--- src/hw/rtl/mlps_pkg.sv ---
// Shared types and constants for the multiplexed LED PWM scanner.
package mlps_pkg;

	// Request codes carried in req_type.
	localparam logic [1:0] REQ_TICK   = 2'd0;
	localparam logic [1:0] REQ_SINGLE = 2'd1;
	localparam logic [1:0] REQ_RGB    = 2'd2;

	// Channel number width: an rgb write reaches at most channel 31*3+2.
	localparam int CH_W = 7;
	localparam int MAP_N = 1 << CH_W;

	// Number of channel writes one request can cause.
	localparam int SLOTS = 3;

	// Request beat.
	typedef struct packed {
		logic [1:0] req_type;
		logic [4:0] target_index;
		logic [7:0] level_value;
		logic [7:0] red_level;
		logic [7:0] green_level;
		logic [7:0] blue_level;
	} req_t;

	// Result beat.
	typedef struct packed {
		logic [1:0] active_row;
		logic [5:0] pin_pattern;
	} res_t;

	// One channel write issued by the write sequencer.
	typedef struct packed {
		logic            en;
		logic [CH_W-1:0] ch;
		logic [7:0]      level;
	} wr_slot_t;

endpackage

--- src/hw/rtl/multiplexed_led_pwm_scanner.sv ---
// Top level of the multiplexed LED PWM scanner.
//
// Request channel (req_valid, req_stall, req): each beat is a tick, a single
// channel write or an rgb write of one LED; code 3 is taken and ignored.
// Result channel (res_valid, res_stall, res): one beat per tick with the
// active ground row and the pin pattern; writes give no result.
// The channel levels live in one small RAM per pin lane, addressed by row,
// so a tick reads its whole row in one access.
// Throughput: one request per cycle while req_stall is low. With fewer than
// three pins per row an rgb write stalls requests while its channels are
// written one at a time, since they share a lane write port. A tick's result
// comes from the RAM read, then the compare into the output register.
// Reset clears the per-channel valid bits, so all levels read as zero, and
// sets row and brightness counters to their last values. No clearing pass.
// While the receiver stalls, the result holds and one more tick can wait in
// the read stage; a further request is then stalled, as during rgb sequencing.
module multiplexed_led_pwm_scanner
	import mlps_pkg::*;
#(
	parameter int ROWS         = 4,
	parameter int PINS_PER_ROW = 6,
	parameter int LEVELS       = 64
) (
	input  logic clk,
	input  logic arst_n,
	input  logic req_valid,
	output logic req_stall,
	input  req_t req,
	output logic res_valid,
	input  logic res_stall,
	output res_t res
);

	localparam int ROW_W  = (ROWS > 1) ? $clog2(ROWS) : 1;
	localparam int LANE_W = (PINS_PER_ROW > 1) ? $clog2(PINS_PER_ROW) : 1;
	localparam int LVL_W  = $clog2(LEVELS);
	localparam logic [ROW_W-1:0] ROW_LAST = ROW_W'(ROWS - 1);
	localparam logic [LVL_W-1:0] LVL_LAST = LVL_W'(LEVELS - 1);

	typedef logic [ROW_W-1:0]  row_tab_t  [MAP_N];
	typedef logic [LANE_W-1:0] lane_tab_t [MAP_N];

	// Channel number to row and lane, worked out at elaboration.
	function automatic row_tab_t mk_row_tab();
		row_tab_t t;
		for (int c = 0; c < MAP_N; c++) begin
			t[c] = ROW_W'(c / PINS_PER_ROW);
		end
		return t;
	endfunction

	function automatic lane_tab_t mk_lane_tab();
		lane_tab_t t;
		for (int c = 0; c < MAP_N; c++) begin
			t[c] = LANE_W'(c % PINS_PER_ROW);
		end
		return t;
	endfunction

	localparam row_tab_t  ROW_TAB  = mk_row_tab();
	localparam lane_tab_t LANE_TAB = mk_lane_tab();

	logic                 accept;
	logic                 tick_go;
	logic                 wr_go;
	logic                 busy;
	wr_slot_t [SLOTS-1:0] slot;
	logic [ROW_W-1:0]     row_q;
	logic [ROW_W-1:0]     row_nxt;
	logic [LVL_W-1:0]     bright_q;
	logic [LVL_W-1:0]     bright_nxt;
	logic                 lane_we    [PINS_PER_ROW];
	logic [ROW_W-1:0]     lane_waddr [PINS_PER_ROW];
	logic [7:0]           lane_wdata [PINS_PER_ROW];
	logic [7:0]           lane_rdata [PINS_PER_ROW];
	logic [ROWS-1:0]      vld_q      [PINS_PER_ROW];
	logic                 tick_s1;
	logic [ROW_W-1:0]     row_s1;
	logic [LVL_W-1:0]     bright_s1;
	logic [PINS_PER_ROW-1:0] vld_s1;
	logic                 s1_adv;
	logic [ROW_W+1:0]     row_ext;
	logic [5:0]           pattern;
	logic                 res_valid_q;
	res_t                 res_q;

	// Stall only during rgb sequencing or when both stages are full and stalled.
	assign req_stall = busy || (tick_s1 && res_valid_q && res_stall);
	assign accept    = req_valid && !req_stall;
	assign tick_go   = accept && (req.req_type == REQ_TICK);
	assign wr_go     = accept && (req.req_type == REQ_SINGLE || req.req_type == REQ_RGB);

	mlps_wrseq #(
		.ROWS         (ROWS),
		.PINS_PER_ROW (PINS_PER_ROW)
	) u_wrseq (
		.clk    (clk),
		.arst_n (arst_n),
		.go     (wr_go),
		.req    (req),
		.slot   (slot),
		.busy   (busy)
	);

	// Next row and brightness for a tick.
	always_comb begin
		row_nxt    = (row_q == ROW_LAST) ? '0 : row_q + ROW_W'(1);
		bright_nxt = bright_q;
		if (row_q == ROW_LAST) begin
			bright_nxt = (bright_q == LVL_LAST) ? '0 : bright_q + LVL_W'(1);
		end
	end

	always_ff @(posedge clk or negedge arst_n) begin
		if (!arst_n) begin
			row_q    <= ROW_LAST;
			bright_q <= LVL_LAST;
		end else if (tick_go) begin
			row_q    <= row_nxt;
			bright_q <= bright_nxt;
		end
	end

	// Steer the channel writes onto the lane write ports.
	always_comb begin
		for (int l = 0; l < PINS_PER_ROW; l++) begin
			lane_we[l]    = 1'b0;
			lane_waddr[l] = '0;
			lane_wdata[l] = '0;
			for (int j = 0; j < SLOTS; j++) begin
				if (slot[j].en && LANE_TAB[slot[j].ch] == LANE_W'(l)) begin
					lane_we[l]    = 1'b1;
					lane_waddr[l] = ROW_TAB[slot[j].ch];
					lane_wdata[l] = slot[j].level;
				end
			end
		end
	end

	// One RAM and one row of valid bits per lane.
	for (genvar l = 0; l < PINS_PER_ROW; l++) begin : g_lane
		mlps_ram #(
			.WIDTH (8),
			.DEPTH (ROWS)
		) u_ram (
			.clk   (clk),
			.we    (lane_we[l]),
			.waddr (lane_waddr[l]),
			.wdata (lane_wdata[l]),
			.re    (tick_go),
			.raddr (row_nxt),
			.rdata (lane_rdata[l])
		);

		always_ff @(posedge clk or negedge arst_n) begin
			if (!arst_n) begin
				vld_q[l] <= '0;
			end else if (lane_we[l]) begin
				vld_q[l][lane_waddr[l]] <= 1'b1;
			end
		end

		always_ff @(posedge clk) begin
			if (tick_go) begin
				vld_s1[l] <= vld_q[l][row_nxt];
			end
		end
	end

	// Read stage: holds the tick while the RAM data comes out.
	assign s1_adv = !res_valid_q || !res_stall;

	always_ff @(posedge clk or negedge arst_n) begin
		if (!arst_n) begin
			tick_s1 <= 1'b0;
		end else if (tick_go) begin
			tick_s1 <= 1'b1;
		end else if (s1_adv) begin
			tick_s1 <= 1'b0;
		end
	end

	always_ff @(posedge clk) begin
		if (tick_go) begin
			row_s1    <= row_nxt;
			bright_s1 <= bright_nxt;
		end
	end

	// Compare each lane level against the brightness counter.
	for (genvar k = 0; k < 6; k++) begin : g_pin
		if (k < PINS_PER_ROW) begin : g_on
			assign pattern[k] = vld_s1[k] && (lane_rdata[k] > 8'(bright_s1));
		end else begin : g_off
			assign pattern[k] = 1'b0;
		end
	end

	assign row_ext = {2'b00, row_s1};

	// Output register.
	always_ff @(posedge clk or negedge arst_n) begin
		if (!arst_n) begin
			res_valid_q <= 1'b0;
		end else if (s1_adv) begin
			res_valid_q <= tick_s1;
		end
	end

	always_ff @(posedge clk) begin
		if (s1_adv && tick_s1) begin
			res_q.active_row  <= row_ext[1:0];
			res_q.pin_pattern <= pattern;
		end
	end

	assign res_valid = res_valid_q;
	assign res       = res_q;

	// A tick always lands in the read stage.
	a_tick_enters: assert property (@(posedge clk) disable iff (!arst_n)
		tick_go |=> tick_s1)
		else $error("accepted tick did not reach the read stage");

	// Brightness moves exactly when the row wraps.
	a_bright_wrap: assert property (@(posedge clk) disable iff (!arst_n)
		(tick_go && row_q == ROW_LAST) |=> (bright_q != $past(bright_q)))
		else $error("brightness did not advance on row wrap");

	a_bright_hold: assert property (@(posedge clk) disable iff (!arst_n)
		(tick_go && row_q != ROW_LAST) |=> $stable(bright_q))
		else $error("brightness changed without row wrap");

	// No tick or write is taken while an rgb write is still being sequenced.
	a_no_tick_busy: assert property (@(posedge clk) disable iff (!arst_n)
		busy |-> !tick_go && !wr_go)
		else $error("request accepted during write sequencing");

	a_row_range: assert property (@(posedge clk) disable iff (!arst_n)
		row_q <= ROW_LAST)
		else $error("row counter out of range");

endmodule

--- src/hw/rtl/mlps_ram.sv ---
// Generic single-write, single-read RAM with a registered read port.
module mlps_ram #(
	parameter int WIDTH = 8,
	parameter int DEPTH = 4
) (
	input  logic                                   clk,
	input  logic                                   we,
	input  logic [(DEPTH > 1 ? $clog2(DEPTH) : 1)-1:0] waddr,
	input  logic [WIDTH-1:0]                       wdata,
	input  logic                                   re,
	input  logic [(DEPTH > 1 ? $clog2(DEPTH) : 1)-1:0] raddr,
	output logic [WIDTH-1:0]                       rdata
);

	logic [WIDTH-1:0] mem [DEPTH];

	// Read data is registered and holds while re is low; a read of the entry
	// written at the same edge returns its old contents.
	always_ff @(posedge clk) begin
		if (we) begin
			mem[waddr] <= wdata;
		end
		if (re) begin
			rdata <= mem[raddr];
		end
	end

endmodule

--- src/hw/rtl/mlps_wrseq.sv ---
// Write decoder and sequencer: turns write requests into channel writes.
module mlps_wrseq
	import mlps_pkg::*;
#(
	parameter int ROWS         = 4,
	parameter int PINS_PER_ROW = 6
) (
	input  logic                 clk,
	input  logic                 arst_n,
	input  logic                 go,
	input  req_t                 req,
	output wr_slot_t [SLOTS-1:0] slot,
	output logic                 busy
);

	localparam int CHANNELS = ROWS * PINS_PER_ROW;
	// With fewer than three pins per row the three rgb channels may share a lane.
	localparam bit SPLIT = (PINS_PER_ROW < 3);
	localparam logic [SLOTS-1:0] FIRST_SLOTS = SPLIT ? 3'b001 : 3'b111;
	localparam logic [SLOTS-1:0] LATER_SLOTS = SPLIT ? 3'b110 : 3'b000;
	localparam logic [8:0] CH_LIM = 9'(CHANNELS);

	logic [CH_W-1:0]  idx;
	logic [CH_W-1:0]  base;
	logic             single_ok;
	logic             rgb_ok;
	logic [SLOTS-1:0] pend_q;
	logic [SLOTS-1:0] pick;
	logic [CH_W-1:0]  base_q;
	logic [7:0]       red_q;
	logic [7:0]       green_q;
	logic [CH_W-1:0]  src_base;
	logic [7:0]       src_red;
	logic [7:0]       src_green;

	// Channel base of an rgb write is the LED number times three.
	assign idx  = {2'b00, req.target_index};
	assign base = {1'b0, req.target_index, 1'b0} + idx;

	assign single_ok = go && (req.req_type == REQ_SINGLE) && ({2'b00, idx} < CH_LIM);
	assign rgb_ok    = go && (req.req_type == REQ_RGB) && (({2'b00, base} + 9'd2) < CH_LIM);

	// Lowest pending channel goes out first.
	assign pick = pend_q & (~pend_q + 3'd1);
	assign busy = (pend_q != '0);

	assign src_base  = busy ? base_q  : base;
	assign src_red   = busy ? red_q   : req.red_level;
	assign src_green = busy ? green_q : req.green_level;

	// Slot 0 is the blue channel or the single channel, 1 green, 2 red.
	always_comb begin
		slot[0].ch    = (!busy && req.req_type == REQ_SINGLE) ? idx : src_base;
		slot[0].level = (!busy && req.req_type == REQ_SINGLE) ? req.level_value
			: req.blue_level;
		slot[1].ch    = src_base + 7'd1;
		slot[1].level = src_green;
		slot[2].ch    = src_base + 7'd2;
		slot[2].level = src_red;
		slot[0].en    = 1'b0;
		slot[1].en    = 1'b0;
		slot[2].en    = 1'b0;
		if (busy) begin
			slot[0].en = pick[0];
			slot[1].en = pick[1];
			slot[2].en = pick[2];
		end else if (single_ok) begin
			slot[0].en = 1'b1;
		end else if (rgb_ok) begin
			slot[0].en = FIRST_SLOTS[0];
			slot[1].en = FIRST_SLOTS[1];
			slot[2].en = FIRST_SLOTS[2];
		end
	end

	// Pending rgb channels that could not be written when the request was taken.
	always_ff @(posedge clk or negedge arst_n) begin
		if (!arst_n) begin
			pend_q <= '0;
		end else if (busy) begin
			pend_q <= pend_q & ~pick;
		end else if (rgb_ok) begin
			pend_q <= LATER_SLOTS;
		end
	end

	always_ff @(posedge clk) begin
		if (!busy && rgb_ok) begin
			base_q  <= base;
			red_q   <= req.red_level;
			green_q <= req.green_level;
		end
	end

endmodule

--- config.mk ---
export PLATFORM = sky130hd
export DESIGN_NAME = multiplexed_led_pwm_scanner
export DESIGN_NICKNAME = d
export VERILOG_FILES = /design/src/hw/rtl/mlps_pkg.sv /design/src/hw/rtl/multiplexed_led_pwm_scanner.sv /design/src/hw/rtl/mlps_ram.sv /design/src/hw/rtl/mlps_wrseq.sv
export SDC_FILE = /design/constraint.sdc
export NUM_CORES = 1
export LEC_CHECK = 0
export BUFFER_PORTS_ARGS = -buffer_cell sky130_fd_sc_hd__buf_2
export CAP_MARGIN = 20
export CORE_MARGIN = 5
export CORE_UTILIZATION = 24
export CTS_CLUSTER_DIAMETER = 50
export DETAILED_ROUTE_END_ITERATION = 10
export HOLD_SLACK_MARGIN = 0.03
export PLACE_DENSITY = 0.38
export SETUP_SLACK_MARGIN = 0.1
export SLEW_MARGIN = 20
export SYNTH_ARGS = -nofsm -noshare
export SYNTH_HDL_FRONTEND = slang
export SYNTH_SLANG_ARGS = --single-unit
export TNS_END_PERCENT = 30
--- constraint.sdc ---
create_clock -name clk -period 3.1 [get_ports clk]
set_clock_uncertainty 0.05 [all_clocks]
set_input_delay 0.62 -clock clk [delete_from_list [all_inputs] [get_ports clk]]
set_output_delay 0.62 -clock clk [all_outputs]
set_load 0.005 [all_outputs]
# After elaboration in Yosys (flattened, before gate mapping)
# Memory sizes are Yosys's and may differ from the RTL's. A register that Yosys moved wholly into a read port is not among the register bits.
# Cells that the tools add are included.
# word_totals
ramBits,192
rom_bits,1920
word_cells,275
register_bits,82
memories,12
out_inout_bits,10
# op_classes
reduce_logical,56
bitwise_logic,13
magnitude_cmp,24
eq_ne,19
add_sub_neg,7
muxes,120
# memory_table
memory,depth,width,rd,rd_ports_with_merged_regs,write_ports,line_no,text
(name not given),128,3,1,0,0,multiplexed_led_pwm_scanner.sv:131,if (slot[j].en && LANE_TAB[slot[j].ch] == LANE_W'(l)) begin
(name not given),128,3,1,0,0,multiplexed_led_pwm_scanner.sv:131,
(name not given),128,3,1,0,0,multiplexed_led_pwm_scanner.sv:131,
(name not given),128,2,1,0,0,multiplexed_led_pwm_scanner.sv:133,lane_waddr[l] = ROW_TAB[slot[j].ch];
(name not given),128,2,1,0,0,multiplexed_led_pwm_scanner.sv:133,
(name not given),128,2,1,0,0,multiplexed_led_pwm_scanner.sv:133,
+6 memories,n/a,n/a,n/a,n/a,n/a,n/a,
# op_table
op,n
two-way mux 8 bit,21
two-way mux 1 bit,50
two-way mux 2 bit,25
> comparator 8 x 6 -> 1 bit,6
logical AND 1 bit,42
">= comparator 8 bit, second input constant",3
two-way mux 3 bit,8
inverter 7 -> 8 bit,3
OR 4 bit,6
"less-than comparator 2 x 3 -> 1 bit, second input constant",7
"== test 3 x 2 -> 1 bit, second input constant",6
"== test 3 bit, second input constant",6
two-way mux 7 bit,2
binary-select mux 1 bit (select 2 bit),6
demux 1 bit (select 2 bit),6
">= comparator 2 x 1 -> 1 bit, second input constant",6
two-way mux 6 bit,2
"== test 3 x 1 -> 1 bit, second input constant",3
zero test 3 bit,3
"less-than comparator 9 x 5 -> 1 bit, second input constant",1
"adder 7 x 2 -> 8 bit, second input constant",1
adder 6 x 5 -> 7 bit,1
"adder 7 x 1 -> 7 bit, second input constant",1
"adder 7 x 2 -> 7 bit, second input constant",1
other kinds (14),23

# Longest topological paths before layout
# logic_depth
word_depth,20
ltp_mapped,19
ltp_nobuf,15

# Modules after synthesis
# Synthesis repeated with hierarchy kept, for this count alone.
# hier_totals
hier_cells,1243
hier_area_um2,16156.7
# modules_own_cells
module,seq_area_each_um2,cells_per_inst,instances,area_per_inst_um2
mlps_ram,1201.2,54,6,1428.9
multiplexed_led_pwm_scanner,1521.5,827,1,6856.6
mlps_wrseq,0.0,92,1,726.9

# Least setup slack after synthesis
# OpenSTA, ideal clock, no wires.
# synth_timing
path_kind,input -> register
startpoint,input req[32] in the netlist's numbering
endpoint,memory g_lane[3].u_ram.mem[1][0] (enable)
path_slack_ns,-2.131
arrival_time_ns,4.796
t_required_ns,2.665
cell_stages,18
path_buffers,4
cell_sequence,ha_1 -> inv_1 -> fa_1 -> clkbuf_1 -> inv_1 -> ha_1 -> clkbuf_1 -> nand2_1 -> xnor2_1 -> clkbuf_1 -> and2_1 -> o21ai_0 -> and2_1 -> o32ai_1 -> o21a_1 -> clkbuf_1 -> a211oi_1 -> nor3_1
# synth_between
elab_chain_len,14
# synth_lines
item,line_no,text
start: declaration,multiplexed_led_pwm_scanner.sv:28,"input req_t req,"
branches (longest 14 deep; another with adder 6 x 5 -> 7 bit),n/a,
end: declaration,mlps_ram.sv:15,logic [WIDTH-1:0] mem [DEPTH];
# Several ways; the timed one is not identified. The select of a mux whose other input is x is not followed.

# Worst setup path after layout
# layout_timing
startpoint,input req[32] in the netlist's numbering
endpoint,register vld_q[8] in the netlist's numbering
# layout_between
elab_chain_len,17
# layout_lines
item,line_no,text
branches (longest 17 deep; another with adder 6 x 5 -> 7 bit),n/a,
end signal: indexed assignment,multiplexed_led_pwm_scanner.sv:157,vld_q[l] <= '0;
end signal: indexed assignment,multiplexed_led_pwm_scanner.sv:159,vld_q[l][lane_waddr[l]] <= 1'b1;
end: declaration,multiplexed_led_pwm_scanner.sv:76,logic [ROWS-1:0] vld_q [PINS_PER_ROW];
# Several ways; the timed one is not identified. The select of a mux whose other input is x is not followed.
# A chain may end at the register's enable or synchronous reset.

==> metrics <==
post-synthesis net count 1421; largest net degree at the start of global routing 47; area share of the largest cell type after synthesis 49.2%; sequential-to-total area share from yosys stat 54.6%; num rows 94; Top Ports 53; min Tclk post-route 4020 ps; crit share post-route 130%; Synth Area in Compound Gates 17.1%; leading area contributor after synthesis edfxtp_1; max_cap viols 0; Arr. time, crit path 4370 ps; largest family of logic cells by synthesized area compound AO/OA/AOI/OAI gates; clock tree buffer depth 3; DRT antenna net count 0; CTS Root Cell clkbuf_16; sequential power share 34.2%; P&R area growth vs syn 46.2%; synthesized flop and latch total 296; PwrDens 610 mW/mm2; GRT Total Usage 14.0%; Worst Hold Class in -> async; Syn Inst Count 1317; register-to-register setup slack 80 ps; share of layout cells above drive strength 1 44.6%; Distinct cells, synth 97; commonest non-fill, non-tap cell in the layout buf_4; wire per inst 19.4 um; total die area 0.0719 mm2; cell-internal power 0.00972 W; final wirelength 50800 um; DPL Wire Length 38000 um; CTS Buf Count 35; ys flop type edfxtp_1; worst r2r src tick_s1; RR Endpoint g_lane[2].u_ram.mem[2][0]; # port buffers 52; Final nets 1838; Clock Latency Late Sink 510 ps; initial detailed-routing violation count 708; gp weighted congestion 0.846; area of the multi-input gates 0.00837 mm2; number of synthesized flops with an enable pin 262; Setup Crit Path Kind in -> reg; GRT overflow 0; violated checks setup timing; CTS H-tree depth 2; Max Slew Vio Count 0; FF-to-FF path depth 12; TNS Setup -311850 ps; FF+latch area 0.00873 mm2; Crit. End Element register; worst vdd ir 0.330 mV; Syn Area/Cell 12.1 um2; Leakage 8.08 nW; Starting Density 24.3%; synthesized-area fraction occupied by adder cells 4.82%; Synth Area in Simple Gates 11.3%; Logic pwr share 36.2%; CTS Sinks 296; drt first pass iters 5; CORE AREA 0.0659 mm2; Clk pwr share 29.5%; post-synthesis mux area share 7.81%; Most Used Layer, Global Route met2; ranking of synthesized cells by area edfxtp_1 49%, ha_1 4.7%, mux4_2 4.5%; CP Launch Type input pin; Net Switching 0.00454 W; GR Util met1 19.1%; Worst-path clk slew 60 ps; met3 usage 1.55%; fill count 6498; first-pass GRT wire length 77000 um; FMAX 0.249 GHz; Die W 268 um; routing usage on met2 24.0%; most frequent cells in the layout 306 x buf_4, 262 x edfxtp_1, 89 x nand2_1; RSZ-0062 raised after global routing true; status finished, violations left; Final Util 35.5%; vias in the first global route 12600; Syn. warnings 0; final hold viol count 0; via count 12300; Final setup violation count 408; final setup margin -924 ps; DR vias/cell 4.70; Req. time, crit path 3450 ps; DRC Markers 0; CTS tree done; Synth Cell Area 0.0160 mm2; Least-Margin Pin Slew 973 ps; relative slew slack 35.2%; die span in y 268 um; Max FO, Critical Path 4; Post-Synth XOR/XNOR Area 1.88%; switching share of power 31.8%; ys async rst share 11.5%; initial antenna violation count 2
-- synth_stat cells, drive strengths merged, types with 6 or more instances --
cell,number
o31ai,8
nand2b,16
and4,7
nor2b,36
mux4,32
a211oi,35
a31oi,15
nand2,101
o22ai,6
nor2,114
nor4,8
ha,60
nand3,25
nand4,9
a21boi,8
buf,26
a21o,10
and3,8
dfstp,8
o21ai,73
nor3,20
o221ai,12
xnor2,20
a21oi,77
o31a,8
clkbuf,36
o21a,14
a22oi,17
a221oi,16
mux2,14
and2,6
o211ai,8
inv,33
o21bai,21
mux2i,37
edfxtp,262
dfrtp,26
-- sequential cells by signal (all words and copies together), names as in the netlist --
register and cells:
row_s1 2, res 8, vld_q 24, vld_s1 6
row_q 2, g_lane.u_ram.mem 192, res_valid 1, g_lane.u_ram.rdata 48
bright_q 6, tick_s1 1, bright_s1 6
-- per-stage QoR --
| stage | total power, W | cells | hold slack [ps] | instance area [um2] | setup WS, ps |
|---|---|---|---|---|---|
| finish | 0.0143 | 2625 | 225 | 23400 | -924 |
| global route | 0.0150 | 2623 | 284 | 23400 | -1030 |
| CTS | 0.0141 | 2601 | 239 | 22600 | -865 |
| detailed placement | 0.00949 | 2511 | 356 | 20400 | -1760 |
| global placement | 0.00948 | 2511 | 358 | 20400 | -1700 |
| floorplan | 0.00751 | 1317 | 274 | 16500 | -1230 |
-- worst max-delay path, cell delays in order --
cell and delay, ps:
buf_8 80, ha_4 130, inv_2 30, fa_2 360
buf_6 140, xor2_4 150, buf_6 130, nor3_4 190
xnor3_2 340, xnor2_4 170, o221a_1 280, or4_4 580
buf_6 150, a31o_4 220, o221a_4 140, a22o_4 280
clkbuf_16 160, or2_1 200
-- power groups by stage --
stage	registers [W]	logic [W]	clock network, W
6_report	0.00488	0.00517	0.00421
2_1_floorplan	0.00489	0.00262	0
4_1_cts	0.00488	0.00490	0.00436
3_3_place_gp	0.00496	0.00452	0
3_5_place_dp	0.00497	0.00452	0
5_1_grt	0.00491	0.00559	0.00450
-- metal layers --
metal,vias up,wire (um)
met1,6068,23000
li1,5982,-
met3,54,2190
met2,245,24700
met4,0,861
met5,-,0
-- how the worst max path moves through the flow --
stage,from,to,slack (ps),cells after the start
finish,req[32],vld_q[8],-920,18
global route,req[32],g_lane[2].u_ram.mem[1][5],-1030,19
CTS,req[32],g_lane[3].u_ram.mem[0][1],-870,18
detailed placement,req[33],g_lane[1].u_ram.mem[2][3],-1760,18
global placement,req[32],g_lane[2].u_ram.mem[2][1],-1700,16
floorplan,req[33],g_lane[5].u_ram.mem[0][0],-1230,19
-- layout make-up --
class	instances	share of cell area, %
repair buffers	442	16.5
clock buffers	44	4.02
inverters	36	0.605
clock inverters	18	1.07
diodes	2	0.0214
multi-input cells	923	35.8
well taps	864	4.62
flip-flops and latches	296	37.3
-- cell families (layout without fill, tap and decap cells) --
group	Yosys count	in the layout
buf+inv	98	540
mux	83	83
xor+xnor	26	26
other cells	0	2
fa+ha+maj	61	61
simple gates	372	372
flops	296	296
compound gates	381	381
-- timing repair --
action                                  CTS  global route
endpoints found under the setup margin  408           408
hold buffers                              0             0
pin swaps                                46            37
gates cloned                              0             1
buffers inserted                         31            22
gates resized for setup                 163           128
No activity file was read; power rests on OpenSTA's default activity.
